## src/btpd_pkg.sv

```systemverilog
// Package of constants and helpers for the thinning pixel decision.
package btpd_pkg;

  localparam int unsigned WinW  = 25;
  localparam int unsigned RingW = 8;

  typedef logic [WinW-1:0]  win_t;
  typedef logic [RingW-1:0] ring_t;

  function automatic win_t px(input int unsigned r, input int unsigned c);
    px = win_t'(1) << (5 * r + c);
  endfunction

  function automatic logic hit(input win_t w, input win_t m, input win_t p);
    hit = ((w & m) == p);
  endfunction

  // Restore templates A and B
  localparam win_t TA_MASK = px(2,1) | px(2,3) | px(2,4) | px(3,2);
  localparam win_t TA_PAT  = px(2,3) | px(3,2);
  localparam win_t TB_MASK = px(1,2) | px(2,3) | px(3,2) | px(4,2);
  localparam win_t TB_PAT  = px(2,3) | px(3,2);

  // Deletion templates D to M
  localparam win_t TD_MASK = px(0,1) | px(0,2) | px(0,3) | px(1,1) | px(1,2) | px(1,3)
                           | px(2,1) | px(2,3) | px(3,2) | px(3,3);
  localparam win_t TD_PAT  = px(1,2) | px(2,3) | px(3,2) | px(3,3);
  localparam win_t TE_MASK = px(1,0) | px(1,1) | px(1,2) | px(2,0) | px(2,1) | px(2,3)
                           | px(3,0) | px(3,1) | px(3,2) | px(3,3);
  localparam win_t TE_PAT  = px(2,1) | px(2,3) | px(3,2) | px(3,3);
  localparam win_t SIDE_MASK = px(2,4) | px(3,4) | px(4,2) | px(4,3);
  localparam win_t TF_MASK = px(1,0) | px(1,1) | px(1,2) | px(1,3) | px(2,0) | px(2,1)
                           | px(2,3) | px(3,0) | px(3,1) | px(3,2);
  localparam win_t TF_PAT  = px(1,2) | px(1,3) | px(2,1) | px(2,3);
  localparam win_t TG_MASK = px(1,1) | px(1,2) | px(1,3) | px(1,4) | px(2,1) | px(2,3)
                           | px(2,4) | px(3,2) | px(3,3) | px(3,4);
  localparam win_t TG_PAT  = px(1,1) | px(1,2) | px(2,1) | px(2,3);
  localparam win_t TH_MASK = px(1,2) | px(1,3) | px(1,4) | px(2,1) | px(2,3) | px(2,4)
                           | px(3,1) | px(3,2) | px(3,3) | px(3,4);
  localparam win_t TH_PAT  = px(2,1) | px(2,3) | px(3,1) | px(3,2);
  localparam win_t TI_MASK = px(0,1) | px(0,2) | px(0,3) | px(1,1) | px(1,2) | px(1,3)
                           | px(2,1) | px(2,3) | px(3,1) | px(3,2);
  localparam win_t TI_PAT  = px(1,2) | px(2,1) | px(3,1) | px(3,2);
  localparam win_t TJ_MASK = px(1,2) | px(1,3) | px(2,1) | px(2,3) | px(3,1) | px(3,2)
                           | px(3,3) | px(4,1) | px(4,2) | px(4,3);
  localparam win_t TJ_PAT  = px(1,2) | px(1,3) | px(2,3) | px(3,2);
  localparam win_t TK_MASK = px(1,1) | px(1,2) | px(2,1) | px(2,3) | px(3,1) | px(3,2)
                           | px(3,3) | px(4,1) | px(4,2) | px(4,3);
  localparam win_t TK_PAT  = px(1,1) | px(1,2) | px(2,1) | px(3,2);
  localparam win_t TLM_MASK = px(1,1) | px(1,2) | px(1,3) | px(2,1) | px(2,3) | px(3,1)
                            | px(3,2) | px(3,3);
  localparam win_t TL_PAT  = px(1,1) | px(1,2) | px(2,3) | px(3,3);
  localparam win_t TM_PAT  = px(1,2) | px(1,3) | px(2,1) | px(3,1);

  // Staircase masks over the neighbour ring (P1 at bit 0)
  localparam int unsigned NumStair = 4;
  localparam ring_t STAIR_MASK [NumStair] = '{
    ring_t'((1 << 5) | (1 << 2) | (1 << 0)),
    ring_t'((1 << 7) | (1 << 4) | (1 << 2)),
    ring_t'((1 << 1) | (1 << 6) | (1 << 4)),
    ring_t'((1 << 3) | (1 << 0) | (1 << 6))
  };
  localparam ring_t STAIR_PAT [NumStair] = '{
    ring_t'((1 << 2) | (1 << 0)),
    ring_t'((1 << 4) | (1 << 2)),
    ring_t'((1 << 6) | (1 << 4)),
    ring_t'((1 << 0) | (1 << 6))
  };

endpackage

```

## src/binary_thinning_pixel_decision.sv

```systemverilog
// Top level: per-pixel delete decision of a parallel thinning pass.
// Usage
// - Item channel: drive window_i with a 5x5 binary window (bit 5*row+col,
//   centre at bit 12, corners ignored) and pulse start_i. A beat is taken at
//   any edge with start_i high and busy_o low; busy_o is always low, so a new
//   window may be offered on every clock.
// - Result channel: done_o is high for exactly one cycle and delete_pixel_o
//   holds the decision in that cycle. The receiver cannot stall; a result
//   that is not sampled in its cycle is gone.
// - Config channel: cfg_valid_i/cfg_ready_o write pass_mode (cfg_pass_mode_i).
//   cfg_ready_o is always high. Mode 0 is the thinning deletion test, mode 1
//   the staircase clean-up test. Write it only while no window is in flight.
// Timing
// - Datapath: an input register, then the template match and ring
//   counts in one combinational stage, then the result register.
// - Throughput one window per cycle; the single decision stage sets it.
// Reset
// - rst_ni low clears both valid flags (no result pending) and returns
//   pass_mode to 0.
module binary_thinning_pixel_decision (
  input  logic                 clk_i,
  input  logic                 rst_ni,
  input  logic                 start_i,
  output logic                 busy_o,
  input  btpd_pkg::win_t       window_i,
  input  logic                 cfg_valid_i,
  output logic                 cfg_ready_o,
  input  logic                 cfg_pass_mode_i,
  output logic                 done_o,
  output logic                 delete_pixel_o
);
  import btpd_pkg::*;

  logic  in_vld_q, out_vld_q, pass_mode_q;
  win_t  window_q;
  logic  delete_q, delete_d;

  ring_t       ring, rot, rise;
  logic [3:0]  cnt_a, cnt_b;
  logic [2:0]  cnt_side;
  logic        side_ok, t_d, restore, any_tmpl, thin_del, stair_del;
  logic [NumStair-1:0] stair_hit;
  win_t        side_bits;

  assign busy_o      = 1'b0;
  assign cfg_ready_o = 1'b1;

  // Control: valid pipeline and the mode register
  always_ff @(posedge clk_i or negedge rst_ni) begin
    if (!rst_ni) begin
      in_vld_q    <= 1'b0;
      out_vld_q   <= 1'b0;
      pass_mode_q <= 1'b0;
    end else begin
      in_vld_q  <= start_i && !busy_o;
      out_vld_q <= in_vld_q;
      if (cfg_valid_i && cfg_ready_o) begin
        pass_mode_q <= cfg_pass_mode_i;
      end
    end
  end

  // Payload registers, no reset needed
  always_ff @(posedge clk_i) begin
    if (start_i && !busy_o) begin
      window_q <= window_i;
    end
    if (in_vld_q) begin
      delete_q <= delete_d;
    end
  end

  // Neighbour ring, clockwise from the pixel above
  assign ring = {window_q[6], window_q[11], window_q[16], window_q[17],
                 window_q[18], window_q[13], window_q[8], window_q[7]};
  assign rot  = {ring[RingW-2:0], ring[RingW-1]};
  // 0-to-1 transitions round the ring
  assign rise = ~ring & rot;
  assign side_bits = window_q & SIDE_MASK;

  always_comb begin
    cnt_a    = '0;
    cnt_b    = '0;
    cnt_side = '0;
    for (int unsigned i = 0; i < RingW; i++) begin
      cnt_a = cnt_a + 4'(rise[i]);
      cnt_b = cnt_b + 4'(ring[i]);
    end
    for (int unsigned i = 0; i < WinW; i++) begin
      cnt_side = cnt_side + 3'(side_bits[i]);
    end
  end

  assign side_ok = (cnt_side >= 3'd2);
  assign t_d     = hit(window_q, TD_MASK, TD_PAT) && side_ok;
  assign restore = hit(window_q, TA_MASK, TA_PAT) || hit(window_q, TB_MASK, TB_PAT);
  assign any_tmpl = t_d
                 || (hit(window_q, TE_MASK, TE_PAT) && side_ok)
                 || hit(window_q, TF_MASK, TF_PAT)
                 || hit(window_q, TG_MASK, TG_PAT)
                 || hit(window_q, TH_MASK, TH_PAT)
                 || hit(window_q, TI_MASK, TI_PAT)
                 || hit(window_q, TJ_MASK, TJ_PAT)
                 || hit(window_q, TK_MASK, TK_PAT)
                 || hit(window_q, TLM_MASK, TL_PAT)
                 || hit(window_q, TLM_MASK, TM_PAT);

  // Thinning: background centre always kept
  always_comb begin
    thin_del = 1'b0;
    if (window_q[12]) begin
      if (cnt_a == 4'd1 && cnt_b >= 4'd2 && cnt_b <= 4'd6) begin
        thin_del = !restore || t_d;
      end else if (cnt_a == 4'd2 && (cnt_b == 4'd4 || cnt_b == 4'd5)) begin
        thin_del = any_tmpl;
      end
    end
  end

  // Staircase clean-up: centre not examined
  always_comb begin
    for (int unsigned i = 0; i < NumStair; i++) begin
      stair_hit[i] = ((ring & STAIR_MASK[i]) == STAIR_PAT[i]);
    end
  end
  assign stair_del = |stair_hit;

  assign delete_d       = pass_mode_q ? stair_del : thin_del;
  assign done_o         = out_vld_q;
  assign delete_pixel_o = delete_q;

endmodule

```

## config.mk

```make
export PLATFORM = sky130hd
export DESIGN_NAME = binary_thinning_pixel_decision
export DESIGN_NICKNAME = d
export VERILOG_FILES = /design/src/btpd_pkg.sv /design/src/binary_thinning_pixel_decision.sv
export SDC_FILE = /design/constraint.sdc
export NUM_CORES = 1
export LEC_CHECK = 0
export BUFFER_PORTS_ARGS = -buffer_cell sky130_fd_sc_hd__buf_2
export CORE_ASPECT_RATIO = 2
export CORE_UTILIZATION = 53
export DETAILED_ROUTE_END_ITERATION = 10
export GPL_TIMING_DRIVEN = 1
export PLACE_DENSITY = 0.79
export RECOVER_POWER = 25
export SLEW_MARGIN = 10
export SYNTH_ARGS = -nofsm -noshare
export SYNTH_HDL_FRONTEND = slang
export SYNTH_SLANG_ARGS = --single-unit
```

## constraint.sdc

```tcl
create_clock -name clk_i -period 4.05 [get_ports clk_i]
set_input_delay 0.6075 -clock clk_i [delete_from_list [all_inputs] [get_ports clk_i]]
set_output_delay 0.6075 -clock clk_i [all_outputs]
set_load 0.02 [all_outputs]
```

==> impl_metrics.yaml <==
power_and_ir_drop:
  p_leak_nw: 0.7609
  power_uw: 669.8
  irDropWorstVdd_mv: 0.3944
  p_per_area_nw_per_um2: 384.0
global_routing:
  antenna_found_initial: 0
  grt_pass1_wl_um: 4278
  grt_start_max_net_pins: 23
  grt_overflow: 0
  grtUsageTotal_pct: 20.16
  grt_pass1_vias: 1108
drt:
  via_per_inst: 5.669
  remaining_drc_errors: 0
  drt_wl_total_um: 2581
  wire_per_inst_um: 14.26
  firstDrtPassIters: 4
  dr.first_iter.drc_count: 23
  ant_nets: 0
  vias: 1026
timing:
  setup_ws_ns: 0.1921
  whs_ns: 0.1407
  fin_tns_setup_ns: 0
  hold_violations: 0
  setup-violations-final: 0
  fin_crit_sh_pct: 95.26
  skew_ns: 0.001104
  slew_viol_final: 0
  fmax_mhz: 259.2
  min_period_ns: 3.858
  rsz0062_at_grt: "no"
placed_design:
  port_buffers: 27
  gp_congestion: 0.8673
  place_ws_ns: 0.1698
  place_hpwl_um: 2193
synthesis:
  synth_edf_count: 22
  ys.flop_type: "edfxtp_1"
  ys_warn_count: 0
  postSynth.asyncResetShare_pct: 12.00
  postSynthAreaPerCell_um2: 12.47
  ys_types: 41
  synth_cells: 120
  synth-seq-cells: 25
  syn_area_um2: 1496
  syn_nets: 168
  ys_seq_area_share_pct: 49.16
cts:
  cts_sinks: 25
  postCtsHoldBufs: 0
  clock_path_buffers: 2
  cts_root_buffer: "clkbuf_8"
  cts_tree: "done"
  clk_pin_slew_ns: 0.07
  clock_latency_ns: 0.25
  h-tree-depth: 1
  cts_made_buffers: 3
floorplan:
  start_util_pct: 57.50
  dieArea_um2: 3053
  design.core.area_um2: 2603
  die_h_um: 77.15
  die_x_um: 39.58
  io_pins: 34
  rows: 26
setup_path:
  endpoint_kind: "register"
  r2r_slack_ns: 0.19
  startpoint_type: "register"
  r2r_cells: 13
  cp.required_ns: 4.16
  cp.arrival_ns: 3.96
  worstSetupStartpoint: "window_q[8]"
  timing.rr.end: "delete_pixel_o"
  rr_startpoint: "window_q[8]"
  worstPathMaxFanout: 3
  worstSetupPathType: "reg -> reg"
outcome:
  status: "finished, final reports clean"
final_layout:
  num_antenna_cells: 0
  syn2layout_area_growth_pct: 16.56
  fillers: 209
  finalNetCount: 202
  layout-drive-gt1-share_pct: 26.80
  final_cell_mix: "buf_2, edfxtp_1, inv_1"
  layout_commonest_cell: "buf_2"
min_path:
  hold_path_class: "in -> async"
job:
  cap_viol_max_count: 0
cells by family (layout without fill, tap and decap cells):
kind of cell,Yosys count,in the layout,synth area share [%]
other,2,2,0.5019
AND/OR/NAND/NOR,33,33,14.72
buffers and inverters,22,55,6.103
flip-flops,25,25,49.16
adder cells (fa/ha/maj),18,18,19.57
multiplexers,2,2,1.421
AO/OA/AOI/OAI,17,17,7.944
XOR/XNOR,1,1,0.5854
metal layers:
metal / GRT usage, % / wire [µm] / vias to the layer above
met5: 0 / 0 / -
met4: 12.41 / 144 / 0
met3: 3.179 / 75 / 12
met2: 36.56 / 1506 / 38
met1: 18.15 / 855 / 482
li1: - / - / 494
synth_stat cells (2+ instances only):
library cell	instances	share of area (%)
edfxtp_1	22	44
inv_1	17	4.3
fa_1	9	12
ha_1	9	7.5
nand2_1	4	1.0
nor2_1	4	1.0
nor2b_1	4	1.7
nor3_1	4	1.3
a211oi_1	3	1.5
dfrtp_1	3	5.0
a21oi_1	2	0.67
a22oi_1	2	1.0
and4b_1	2	1.3
buf_4	2	1.0
clkbuf_1	2	0.50
conb_1	2	0.50
nand3_1	2	0.67
nand4_1	2	0.84
o21ai_0	2	0.67
or4_1	2	1.0
layout make-up:
| class | instances | area [µm²] | share of cell area, % |
|---|---|---|---|
| multi-input combinational | 73 | 678.2 | 38.88 |
| clock buffer | 4 | 45.04 | 2.583 |
| inverter | 17 | 63.81 | 3.659 |
| tap | 28 | 35.03 | 2.009 |
| timing repair buffer | 34 | 186.4 | 10.69 |
| sequential | 25 | 735.7 | 42.18 |
worst max path at each step:
stage | endpoint | slack [ns] | depth (start not counted)
finish | delete_pixel_o | 0.19 | 13
detailed placement | delete_pixel_o | 0.17 | 13
global route | delete_pixel_o | 0.02 | 13
global placement | delete_pixel_o | 0.24 | 13
CTS | delete_pixel_o | 0.13 | 13
floorplan | delete_pixel_o | 0.30 | 13
report_power, final:
part	switching (mW)	internal, mW	total, mW
Sequential	0.0123	0.304	0.317
Combinational	0.122	0.0990	0.221
Clock	0.0626	0.0698	0.132
Total	0.197	0.473	0.670
metrics by stage:
stage          instance area, µm²  cells  util (%)
3_5_place_dp                 1692    177     65.00
5_1_grt                      1744    181     67.02
3_3_place_gp                 1692    177     65.00
4_1_cts                      1737    181     66.73
2_1_floorplan                1496    120         -
6_report                     1744    181     67.02
sequential cells by signal (all words and copies together), names as in the netlist:
| name | count |
|---|---|
| in_vld_q | 1 |
| done_o | 1 |
| window_q | 21 |
| delete_pixel_o | 1 |
| pass_mode_q | 1 |
critical path, cell delays in order, from the launching register on:
cell      delay (ns)
edfxtp_1        0.39
or2b_1          0.27
inv_1           0.08
fa_1            0.44
fa_1            0.53
fa_1            0.55
ha_1            0.18
inv_1           0.06
fa_1            0.41
a211oi_2        0.18
mux2i_2         0.14
nor4b_4         0.24
nand3_1         0.10
o21ai_1         0.13
repair_timing:
item | 4_1_cts | 5_1_grt
resized for setup | 0 | 2
setup endpoints to repair | 0 | 1
setup buffers | 0 | 0
hold endpoints to repair | 0 | 0
Power figures use the tool's default switching activity.
